$ cat config.mk
export PLATFORM = sky130hd
export DESIGN_NAME = modular_exponentiation_flat
export DESIGN_NICKNAME = d
export VERILOG_FILES = /design/src/hw/rtl/mexp_pkg.sv /design/src/hw/rtl/mexp_msg_if.sv /design/src/hw/rtl/mexp_res_if.sv /design/src/hw/rtl/modular_exponentiation.sv /design/src/hw/rtl/mexp_modmul.sv /design/src/flat_wrapper.sv
export SDC_FILE = /design/constraint.sdc
export NUM_CORES = 1
export LEC_CHECK = 0
export ABC_AREA = 1
export BUFFER_PORTS_ARGS = -buffer_cell sky130_fd_sc_hd__buf_4
export CAP_MARGIN = 25
export CORE_UTILIZATION = 45
export CTS_BUF_LIST = sky130_fd_sc_hd__clkbuf_16
export DETAILED_ROUTE_END_ITERATION = 16
export SYNTH_ARGS = -nofsm -noshare
export SYNTH_HDL_FRONTEND = slang
export SYNTH_SLANG_ARGS = --single-unit
$ cat constraint.sdc
create_clock -name clk -period 5.2 [get_ports clk]
set_input_delay 1.04 -clock clk [delete_from_list [all_inputs] [get_ports clk]]
set_output_delay 1.04 -clock clk [all_outputs]
set_load 0.01 [all_outputs]
$ cat src/hw/rtl/mexp_pkg.sv
package mexp_pkg;

  // Working width of exponent, modulus and message; the ports stay at FIELD_W.
  localparam int WIDTH     = 64;
  localparam int FIELD_W   = 64;
  localparam int CNT_W     = $clog2(WIDTH);
  localparam int CFG_IDX_W = 2;

  localparam logic [CFG_IDX_W-1:0] REG_EXPONENT = CFG_IDX_W'(0);
  localparam logic [CFG_IDX_W-1:0] REG_MODULUS  = CFG_IDX_W'(1);

  localparam logic [WIDTH-1:0] EXPONENT_RESET = WIDTH'(1);
  localparam logic [WIDTH-1:0] MODULUS_RESET  = WIDTH'(2);

  typedef logic [WIDTH-1:0] word_t;

  // Status of the serial modular multiplier.
  typedef struct packed {
    logic busy;
    logic done;
  } mm_stat_t;

endpackage

$ cat src/hw/rtl/mexp_msg_if.sv
interface mexp_msg_if import mexp_pkg::*; ();
  logic               valid;
  logic               ready;
  logic [FIELD_W-1:0] message;

  modport source (output valid, output message, input ready);
  modport sink (input valid, input message, output ready);
endinterface

$ cat src/hw/rtl/mexp_res_if.sv
interface mexp_res_if import mexp_pkg::*; ();
  logic               valid;
  logic               ready;
  logic [FIELD_W-1:0] power_result;

  modport source (output valid, output power_result, input ready);
  modport sink (input valid, input power_result, output ready);
endinterface

$ cat src/hw/rtl/modular_exponentiation.sv
// Raises each message word to the configured exponent modulo the configured modulus, using
// right-to-left square-and-multiply over one bit-serial modular multiplier that consumes one
// multiplier bit per cycle. An item first has its message reduced, then for each exponent bit
// up to its highest set bit the bit is looked at, a multiply is done where the bit is set and
// a squaring follows (the final squaring is skipped). A modulus of zero returns 0 without a
// multiply; an exponent of zero still reduces the message. One word is worked on at a time;
// the next is taken once the result sits in the output register. Write exponent and modulus
// only while the block is idle.
module modular_exponentiation import mexp_pkg::*; (
  input  logic                 clk,
  input  logic                 rst,
  input  logic                 cfg_we,
  input  logic [CFG_IDX_W-1:0] cfg_index,
  input  logic [FIELD_W-1:0]   cfg_data,
  mexp_msg_if.sink             msg,
  mexp_res_if.source           res
);

  typedef enum logic [5:0] {
    S_IDLE = 6'b000001,
    S_RED  = 6'b000010,
    S_BIT  = 6'b000100,
    S_MUL  = 6'b001000,
    S_SQR  = 6'b010000,
    S_DONE = 6'b100000
  } state_t;

  state_t   state;
  state_t   state_next;
  word_t    exponent;
  word_t    modulus;
  word_t    e_q;
  word_t    base;
  word_t    acc;
  word_t    res_data;
  logic     res_valid;
  logic     accept;
  logic     load_out;
  logic     mm_start;
  word_t    mm_a;
  word_t    mm_b;
  word_t    mm_product;
  mm_stat_t mm_stat;

  assign msg.ready = (state == S_IDLE);
  assign accept    = msg.valid && msg.ready;
  assign load_out  = (state == S_DONE) && (!res_valid || res.ready);

  always_comb begin
    state_next = state;
    mm_start   = 1'b0;
    mm_a       = base;
    mm_b       = base;
    case (state)
      S_IDLE: begin
        if (accept) begin
          if (modulus == '0) begin
            state_next = S_DONE;
          end else begin
            // reduce the message as 1 * message mod m
            mm_start   = 1'b1;
            mm_a       = WIDTH'(1);
            mm_b       = msg.message[WIDTH-1:0];
            state_next = S_RED;
          end
        end
      end
      S_RED: begin
        if (mm_stat.done) state_next = S_BIT;
      end
      S_BIT: begin
        if (e_q == '0) begin
          state_next = S_DONE;
        end else if (e_q[0]) begin
          mm_start   = 1'b1;
          mm_a       = acc;
          state_next = S_MUL;
        end else begin
          mm_start   = 1'b1;
          state_next = S_SQR;
        end
      end
      S_MUL: begin
        if (mm_stat.done) begin
          // drop the last squaring, nothing uses it
          if (e_q[WIDTH-1:1] == '0) begin
            state_next = S_DONE;
          end else begin
            mm_start   = 1'b1;
            state_next = S_SQR;
          end
        end
      end
      S_SQR: begin
        if (mm_stat.done) state_next = S_BIT;
      end
      S_DONE: begin
        if (load_out) state_next = S_IDLE;
      end
      default: state_next = S_IDLE;
    endcase
  end

  mexp_modmul u_modmul (
    .clk     (clk),
    .rst     (rst),
    .start   (mm_start),
    .a       (mm_a),
    .b       (mm_b),
    .m       (modulus),
    .product (mm_product),
    .stat    (mm_stat)
  );

  always_ff @(posedge clk) begin
    if (rst) begin
      state     <= S_IDLE;
      exponent  <= EXPONENT_RESET;
      modulus   <= MODULUS_RESET;
      res_valid <= 1'b0;
    end else begin
      state <= state_next;
      if (cfg_we) begin
        case (cfg_index)
          REG_EXPONENT: exponent <= cfg_data[WIDTH-1:0];
          REG_MODULUS:  modulus  <= cfg_data[WIDTH-1:0];
          default: ;
        endcase
      end
      if (load_out) begin
        res_valid <= 1'b1;
      end else if (res.ready) begin
        res_valid <= 1'b0;
      end
    end
  end

  always_ff @(posedge clk) begin
    if (accept) begin
      e_q <= exponent;
      acc <= '0;
    end
    if (state == S_RED && mm_stat.done) begin
      base <= mm_product;
      acc  <= (modulus == WIDTH'(1)) ? '0 : WIDTH'(1);
    end
    if (state == S_MUL && mm_stat.done) begin
      acc <= mm_product;
    end
    if (state == S_SQR && mm_stat.done) begin
      base <= mm_product;
      e_q  <= e_q >> 1;
    end
    if (load_out) begin
      res_data <= acc;
    end
  end

  assign res.valid        = res_valid;
  assign res.power_result = FIELD_W'(res_data);

`ifndef SYNTH
  a_done_awaited: assert property (@(posedge clk) disable iff (rst)
    mm_stat.done |-> (state == S_RED || state == S_MUL || state == S_SQR))
    else $error("multiplier finished with no product awaited");

  a_no_restart: assert property (@(posedge clk) disable iff (rst)
    mm_start |-> !mm_stat.busy)
    else $error("multiplier started while busy");

  a_operands_reduced: assert property (@(posedge clk) disable iff (rst)
    (state == S_BIT) |-> (base < modulus && acc < modulus))
    else $error("base or accumulator not reduced below modulus");

  a_result_from_done: assert property (@(posedge clk) disable iff (rst)
    $rose(res_valid) |-> $past(state == S_DONE))
    else $error("result word raised outside the done state");
`endif

endmodule

$ cat src/hw/rtl/mexp_modmul.sv
module mexp_modmul import mexp_pkg::*; (
  input  logic     clk,
  input  logic     rst,
  input  logic     start,
  input  word_t    a,
  input  word_t    b,
  input  word_t    m,
  output word_t    product,
  output mm_stat_t stat
);

  word_t            a_q;
  word_t            b_q;
  word_t            m_q;
  word_t            r;
  word_t            r_next;
  logic [CNT_W-1:0] cnt;
  logic             busy;
  logic             done;
  logic [WIDTH+1:0] t;
  logic [WIDTH+1:0] d1;
  logic [WIDTH+1:0] d2;

  // One multiplier bit a cycle, top bit first: r = 2r + bit*a, then fold below m.
  // With r < m and a <= m the sum stays under 3m.
  always_comb begin
    t  = {1'b0, r, 1'b0} + (b_q[WIDTH-1] ? {2'b00, a_q} : '0);
    d1 = t - {2'b00, m_q};
    d2 = t - {1'b0, m_q, 1'b0};
    if (t >= {1'b0, m_q, 1'b0}) begin
      r_next = d2[WIDTH-1:0];
    end else if (t >= {2'b00, m_q}) begin
      r_next = d1[WIDTH-1:0];
    end else begin
      r_next = t[WIDTH-1:0];
    end
  end

  always_ff @(posedge clk) begin
    if (rst) begin
      busy <= 1'b0;
      done <= 1'b0;
    end else begin
      done <= 1'b0;
      if (start) begin
        busy <= 1'b1;
      end else if (busy && cnt == CNT_W'(WIDTH - 1)) begin
        busy <= 1'b0;
        done <= 1'b1;
      end
    end
  end

  always_ff @(posedge clk) begin
    if (start) begin
      a_q <= a;
      b_q <= b;
      m_q <= m;
      r   <= '0;
      cnt <= '0;
    end else if (busy) begin
      r   <= r_next;
      b_q <= {b_q[WIDTH-2:0], 1'b0};
      cnt <= cnt + CNT_W'(1);
    end
  end

  assign product = r;
  assign stat    = '{busy: busy, done: done};

endmodule

$ cat src/flat_wrapper.sv
// flat-port wrapper written by rule: the top's interface ports become plain ports
module modular_exponentiation_flat import mexp_pkg::*;
  (clk, rst, cfg_we, cfg_index, cfg_data, msg_valid, msg_message, msg_ready, res_valid, res_power_result, res_ready);
  mexp_msg_if msg_i ();
  mexp_res_if res_i ();
  input  logic clk;
  input  logic rst;
  input  logic cfg_we;
  input  logic [CFG_IDX_W-1:0] cfg_index;
  input  logic [FIELD_W-1:0] cfg_data;
  input wire logic [$bits(msg_i.valid)-1:0] msg_valid;
  input wire logic [$bits(msg_i.message)-1:0] msg_message;
  output wire logic [$bits(msg_i.ready)-1:0] msg_ready;
  output wire logic [$bits(res_i.valid)-1:0] res_valid;
  output wire logic [$bits(res_i.power_result)-1:0] res_power_result;
  input wire logic [$bits(res_i.ready)-1:0] res_ready;
  assign msg_i.valid = msg_valid;
  assign msg_i.message = msg_message;
  assign msg_ready = msg_i.ready;
  assign res_valid = res_i.valid;
  assign res_power_result = res_i.power_result;
  assign res_i.ready = res_ready;
  modular_exponentiation u_core (.clk(clk), .rst(rst), .cfg_we(cfg_we), .cfg_index(cfg_index), .cfg_data(cfg_data), .msg(msg_i), .res(res_i));
endmodule
# Yosys cells after proc, flatten, opt, wreduce, memory -nomap -nowiden
# Index checks and enable logic that the tools add are counted.
[word_totals]
reg_bits = 655
output_inout_bits = 66
input_bits = 135
[op_classes]
eq_ne = 13
n_mux = 41
add_sub_neg = 4
n_reduce_logical = 23
n_lt_le_gt_ge = 2
[op_table]
columns = ["operator", "count"]
rows = [
  ["64-bit two-way mux", 17],
  ["64-bit logical NOT", 2],
  ["64-bit case mux with 2 select lines", 1],
  ["64-bit subtractor", 2],
  ["63-bit two-way mux", 2],
  ["65-bit by 64-bit adder with 66-bit output", 1],
  ["66-bit by 64-bit >= comparator with 1-bit output", 1],
  ["66-bit by 65-bit >= comparator with 1-bit output", 1],
  ["64-bit by 1-bit equality test with 1-bit output (second input constant)", 1],
  ["63-bit logical NOT", 1],
  ["6-bit two-way mux", 7],
  ["6-bit case mux with 5 select lines", 1],
  ["6-bit equality test (second input constant)", 2],
  ["1-bit two-way mux", 11],
  ["2-bit nonzero test", 5],
  ["6-bit by 1-bit adder with 6-bit output (second input constant)", 1],
  ["6-bit by 1-bit equality test with 1-bit output (second input constant)", 1],
  ["6-bit by 2-bit equality test with 1-bit output (second input constant)", 1],
  ["6-bit by 3-bit equality test with 1-bit output (second input constant)", 1],
  ["6-bit by 4-bit equality test with 1-bit output (second input constant)", 1],
  ["6-bit by 5-bit equality test with 1-bit output (second input constant)", 1],
  ["1-bit logical AND", 6],
  ["5-bit two-way mux", 1],
  ["2-bit by 1-bit != test with 1-bit output (second input constant)", 2],
  ["10 further kinds", 13],
]

# Longest topological paths before layout
[logic_depth]
ltp_word = 5
ltp_mapped = 39
mapped_depth_nobuf = 38

# By module
# A second synthesis with hierarchy kept.
[unflattened]
cells_unflattened = 5787
hier_area_um2 = 41706.2
[by_module_without_submodules]
columns = ["mod", "cells_per_inst", "instances", "seq_area_each_um2", "area_per_inst_um2"]
rows = [
  ["mexp_modmul", 3996, 1, 7206.9, 25644.6],
  ["modular_exponentiation", 1791, 1, 10380.0, 16061.7],
]

# Least setup slack after synthesis
# Ideal clock, no wire load.
[synth_path]
kind = "input -> register"
start = "input port msg_valid"
end = "register u_core.u_modmul.a_q[0], enable pin"
path_buffers = 1
setup_slack_ns = -0.444
arrival_ns = 5.102
path_stages = 5
required_ns = 4.657
path_cell_list = "inv_1 > nor2_1 > o21ai_2 > nand2_1 > clkbuf_1"
[synth_via]
elab_chain_cells = 3
[synth_lines]
columns = ["element", "line", "rtl"]
rows = [
  ["from (decl)", "flat_wrapper.sv:11", "input wire logic [$bits(msg_i.valid)-1:0] msg_valid;"],
  ["1-bit logical AND", "modular_exponentiation.sv:46", "assign accept = msg.valid && msg.ready;"],
  ["1-bit two-way mux", "modular_exponentiation.sv:56", "if (accept) begin"],
  ["1-bit case mux with 3 select lines", "modular_exponentiation.sv:54", "case (state)"],
  ["via u_core.mm_start", "modular_exponentiation.sv:39", "logic mm_start;"],
  ["to (signal assigned)", "mexp_modmul.sv:56", "a_q <= a;"],
  ["to (decl)", "mexp_modmul.sv:12", "word_t a_q;"],
]
# The timed path passes the listed nets, and every way through them passes these cells.
# A chain may end at the register's enable or synchronous reset.

# Worst setup path after layout
[layout_path]
start = "register u_core.u_modmul.b_q[63]"
end = "register u_core.u_modmul.r[28], in the netlist u_core.u_modmul.product[28]"
[layout_via]
elab_chain_cells = 5
elab_cells_between_ends = 8
[layout_lines]
columns = ["element", "line", "rtl"]
rows = [
  ["from (decl)", "mexp_modmul.sv:13", "word_t b_q;"],
  ["from (signal assigned)", "mexp_modmul.sv:63", "b_q <= {b_q[WIDTH-2:0], 1'b0};"],
  ["64-bit two-way mux *", "mexp_modmul.sv:27", "t = {1'b0, r, 1'b0} + (b_q[WIDTH-1] ? {2'b00, a_q} : '0);"],
  ["65-bit by 64-bit adder with 66-bit output *", "mexp_modmul.sv:27", ""],
  ["64-bit subtractor / 66-bit by 64-bit >= comparator with 1-bit output (equally long branches)", "mexp_modmul.sv:28, mexp_modmul.sv:32", ""],
  ["64-bit two-way mux", "mexp_modmul.sv:32", "end else if (t >= {2'b00, m_q}) begin"],
  ["64-bit two-way mux *", "mexp_modmul.sv:30", "if (t >= {1'b0, m_q, 1'b0}) begin"],
  ["to (signal assigned)", "mexp_modmul.sv:62", "r <= r_next;"],
  ["to (decl)", "mexp_modmul.sv:15", "word_t r;"],
]
# Every way passes the cells marked *; elsewhere a longest branch is shown, timed or not.

==> impl_metrics.prom <==
# TYPE chip_impl_metric gauge
chip_impl_info{name="final_common_cell",value="nand2_1"} 1
chip_impl_metric{name="path_max_fanout",unit=""} 11
chip_impl_metric{name="vdd_drop_max",unit="mV"} 0.3610
chip_impl_info{name="timing.setup.critical_path_class",value="reg -> reg"} 1
chip_impl_metric{name="port_buffers",unit=""} 200
chip_impl_metric{name="dp_cells",unit=""} 7538
chip_impl_info{name="critical_path.startpoint_type",value="flop"} 1
chip_impl_metric{name="netSwitchingFraction",unit="%"} 50.11
chip_impl_metric{name="worst_clock_skew",unit="ns"} 0.03380
chip_impl_info{name="worst_hold_path.endpoint",value="u_core.res.power_result[33]"} 1
chip_impl_metric{name="coreArea",unit="um^2"} 91520
chip_impl_metric{name="area.growth.synth_to_final",unit="%"} 29.09
chip_impl_metric{name="number_of_flops_mapped_to_enable_cells_by_yosys",unit=""} 447
chip_impl_info{name="crit_slowest_cell",value="edfxtp_1"} 1
chip_impl_metric{name="worstMarginPinSlew",unit="ns"} 0.9875
chip_impl_metric{name="chipHeight",unit="um"} 305.8
chip_impl_metric{name="pre_cts_ws",unit="ns"} -0.1994
chip_impl_metric{name="detailedRoute.firstPassIterationCount",unit=""} 6
chip_impl_metric{name="avgRoutedWirePerCell",unit="um"} 21.82
chip_impl_metric{name="worst_path_largest_cell_delay",unit="ns"} 0.49
chip_impl_info{name="postSynth.topFlopCell",value="edfxtp_1"} 1
chip_impl_metric{name="io_pins",unit=""} 201
chip_impl_metric{name="drt_drc_violations_left",unit=""} 0
chip_impl_info{name="crit_top_cell",value="nand2_2"} 1
chip_impl_metric{name="switching_power",unit="W"} 0.02048
chip_impl_metric{name="postSynthCellCount",unit=""} 5716
chip_impl_metric{name="r2r_cells",unit=""} 34
chip_impl_metric{name="ctsHtreeMaxLevel",unit=""} 3
chip_impl_metric{name="maxClockFrequency",unit="MHz"} 195.6
chip_impl_metric{name="dp.final_hpwl",unit="um"} 132900
chip_impl_info{name="endpoint_kind",value="flop"} 1
chip_impl_metric{name="worst_ep_arrival_time",unit="ns"} 5.69
chip_impl_metric{name="slew_headroom",unit="%"} 34.17
chip_impl_metric{name="power.share.sequential",unit="%"} 17.1
chip_impl_info{name="hold_start",value="u_core.acc[33]"} 1
chip_impl_metric{name="worst_ep_required_time",unit="ns"} 5.78
chip_impl_metric{name="cellInternalPower",unit="W"} 0.02038
chip_impl_metric{name="cts-hold-fix-buffers",unit=""} 0
chip_impl_metric{name="yosysWarningCount",unit=""} 0
chip_impl_metric{name="yosys_register_bits",unit=""} 655
chip_impl_metric{name="power.share.clock",unit="%"} 12.0
chip_impl_metric{name="clkSlewWorstSetupHoldPaths",unit="ns"} 0.07
chip_impl_metric{name="initial_core_util",unit="%"} 45.37
chip_impl_metric{name="post_synth.cell_area_avg",unit="um^2"} 7.264
chip_impl_info{name="rr_endpoint",value="u_core.u_modmul.product[28]"} 1
chip_impl_metric{name="synth-seq-area-share",unit="%"} 42.36
chip_impl_info{name="critical_register_to_register_path_startpoint",value="u_core.u_modmul.b_q[63]"} 1
chip_impl_metric{name="slew_violations",unit=""} 0
chip_impl_metric{name="timing.final.crit_share",unit="%"} 98.30
chip_impl_metric{name="route.final.wire_length",unit="um"} 168300
chip_impl_metric{name="synth.lib_cells_used.distinct",unit=""} 54
chip_impl_metric{name="grt_first_pass_wirelength",unit="um"} 239100
chip_impl_info{name="hp-class",value="reg -> reg"} 1
chip_impl_metric{name="synthesis.nets",unit=""} 6046
chip_impl_metric{name="antenna_found_initial",unit=""} 2
chip_impl_info{name="root_buffer_cell",value="clkbuf_16"} 1
chip_impl_metric{name="total_power",unit="W"} 0.04086
chip_impl_metric{name="final_layout_size_suffix_gt1_share",unit="%"} 22.00
chip_impl_metric{name="total_leakage_power",unit="nW"} 24.68
chip_impl_metric{name="detailroute.via_count",unit=""} 41740
chip_impl_metric{name="period_minus_slack",unit="ns"} 5.112
chip_impl_metric{name="layout.cells.non_filler",unit=""} 7713
chip_impl_info{name="layout_common_cells",value="1335 x nand2_1, 819 x buf_4, 791 x inv_1"} 1
chip_impl_metric{name="clock_sinks",unit=""} 655
chip_impl_metric{name="rrSetupSlack",unit="ns"} 0.09
chip_impl_metric{name="clock_path_buffers",unit=""} 3
chip_impl_metric{name="finalNetCount",unit=""} 6800
chip_impl_metric{name="final-setup-viol-count",unit=""} 0
chip_impl_metric{name="maxCapViolations",unit=""} 0
chip_impl_info{name="outcome",value="complete, no violations"} 1
chip_impl_metric{name="post_synth_instance_area",unit="um^2"} 41520
chip_impl_metric{name="cts_buffers",unit=""} 71
chip_impl_metric{name="first_global_vias",unit=""} 39400
chip_impl_metric{name="post_drt_via_cell_ratio",unit=""} 5.411
chip_impl_metric{name="die_area",unit="um^2"} 93490
chip_impl_metric{name="asyncSetResetFlopFracSynth",unit="%"} 0
chip_impl_metric{name="holdPathStages",unit=""} 0
chip_impl_metric{name="globalRouteOverflowTotal",unit=""} 0
chip_impl_metric{name="postLayoutSetupSlackWorst",unit="ns"} 0.08839
chip_impl_info{name="grt_setup_unrepaired",value="true"} 1
chip_impl_metric{name="num_rows",unit=""} 111
chip_impl_metric{name="cellPowerDensity",unit="nW/um^2"} 762.4
chip_impl_metric{name="hold_violations",unit=""} 0
chip_impl_metric{name="gp_weighted_congestion",unit=""} 1.100
chip_impl_metric{name="fin_util",unit="%"} 58.56
chip_impl_metric{name="initial_drt_markers",unit=""} 3642
chip_impl_metric{name="final_antenna_net_count",unit=""} 0
chip_impl_metric{name="overall_routing_resource_usage",unit="%"} 34.30
chip_impl_metric{name="floorplan.die.width",unit="um"} 305.8
chip_impl_info{name="tritoncts_clock_tree",value="yes"} 1
chip_impl_metric{name="power.combinational.fraction",unit="%"} 70.8
chip_impl_metric{name="maximum_number_of_pins_on_one_net_before_global_route_repair",unit=""} 131
chip_impl_metric{name="worstSkewPairLatency",unit="ns"} 0.67
chip_impl_metric{name="filler_cell_count",unit=""} 8664
==> critical path, delay by kind of cell, from the launching register on <==
kind | cells | cell delay [ns]
fa+ha+maj | 2 | 0.68
compound gates | 3 | 0.35
flops | 1 | 0.49
buf+inv | 10 | 1.39
xor+xnor | 1 | 0.18
simple gates | 18 | 1.90
==> cell families (layout without fill, tap and decap cells) <==
kind of cell             count (synthesis)  after routing  synth area share (%)
AND/OR/NAND/NOR                       2805           2805                 27.89
buffers and inverters                  985           1795                 9.239
XOR/XNOR                               124            124                 2.616
AO/OA/AOI/OAI                          952            952                 11.97
adder cells (fa/ha/maj)                195            195                 5.930
other                                    0              1                     0
flip-flops                             655            655                 42.36
==> per-layer routing <==
layer	routed length, um	share of wire, %	up-vias	GRT usage, %
met2	74710	44	1632	54.02
li1	-	-	20180	-
met3	11990	7.1	307	4.229
met5	0	0	-	0
met4	10330	6.1	0	18.17
met1	71260	42	19620	46.05
==> cells in the mapped netlist, types with 41 or more instances <==
cell | instances | share of area, %
nand3_1 | 400 | 4.8
xor2_1 | 84 | 1.8
nor4_1 | 45 | 0.68
o21ai_0 | 443 | 5.3
clkbuf_1 | 109 | 0.99
ha_1 | 192 | 5.8
nor3_1 | 43 | 0.52
dfxtp_1 | 208 | 10
a21oi_1 | 408 | 4.9
nand2_1 | 1438 | 13
nor2_1 | 763 | 6.9
nand4_1 | 41 | 0.62
edfxtp_1 | 447 | 32
inv_1 | 800 | 7.2
==> worst max-delay path by stage <==
stage,startpoint,endpoint,slack (ns),cells after the start
after detailed placement,u_core.u_modmul.b_q[63],u_core.u_modmul.product[1],-0.20,30
after floorplan,res_ready,u_core.res.power_result[0],0.96,2
after global placement,u_core.u_modmul.b_q[63],u_core.u_modmul.product[1],-0.22,30
after global routing,u_core.u_modmul.b_q[63],u_core.u_modmul.product[1],-0.14,34
final,u_core.u_modmul.b_q[63],u_core.u_modmul.product[28],0.09,34
after CTS,u_core.u_modmul.b_q[63],u_core.u_modmul.product[2],-0.001,37
==> power by group through the flow <==
stage | Clock [W] | Sequential (W) | Combinational [W]
after floorplan | 0 | 0.00679 | 0.0131
after global placement | 0 | 0.00701 | 0.0253
after detailed placement | 0 | 0.00701 | 0.0252
after CTS | 0.00500 | 0.00691 | 0.0254
after global routing | 0.00519 | 0.00703 | 0.0307
final | 0.00492 | 0.00699 | 0.0289
==> flip-flops by register name (all words and copies together) (netlist names), 6 cells and up <==
signal,flops
u_core.u_modmul.product,64
u_core.u_modmul.m_q,64
u_core.modulus,64
u_core.e_q,64
u_core.state,6
u_core.res.power_result,64
u_core.u_modmul.b_q,64
u_core.base,64
u_core.u_modmul.a_q,64
u_core.u_modmul.cnt,6
u_core.exponent,64
u_core.acc,64
==> what timing repair did <==
item / CTS / global route
endpoints found under the hold margin: 0 / 0
gates resized for setup: 20 / 523
buffers inserted: 2 / 31
gates cloned: 0 / 12
setup endpoints to repair: 64 / 64
pin swaps: 1 / 89
==> area by class of cell <==
type	instances	area (um^2)	share of cell area, %
Tap cell	1186	1484	2.769
Clock buffer	75	1877	3.502
Clock inverter	54	360.3	0.6723
Multi-Input combinational cell	4076	22310	41.63
Timing Repair Buffer	858	6929	12.93
Sequential cell	655	17590	32.81
Inverter	808	3045	5.682
Antenna cell	1	2.502	0.004669
==> per-stage QoR <==
step	area (um^2)	setup TNS, ns	hold slack [ns]
floorplan	41520	0	0.4171
global placement	48550	-8.490	0.4243
detailed placement	48550	-8.031	0.4304
CTS	50880	-0.001234	0.4446
global route	53600	-4.824	0.4525
finish	53600	0	0.4471
Power figures use the tool's default switching activity.
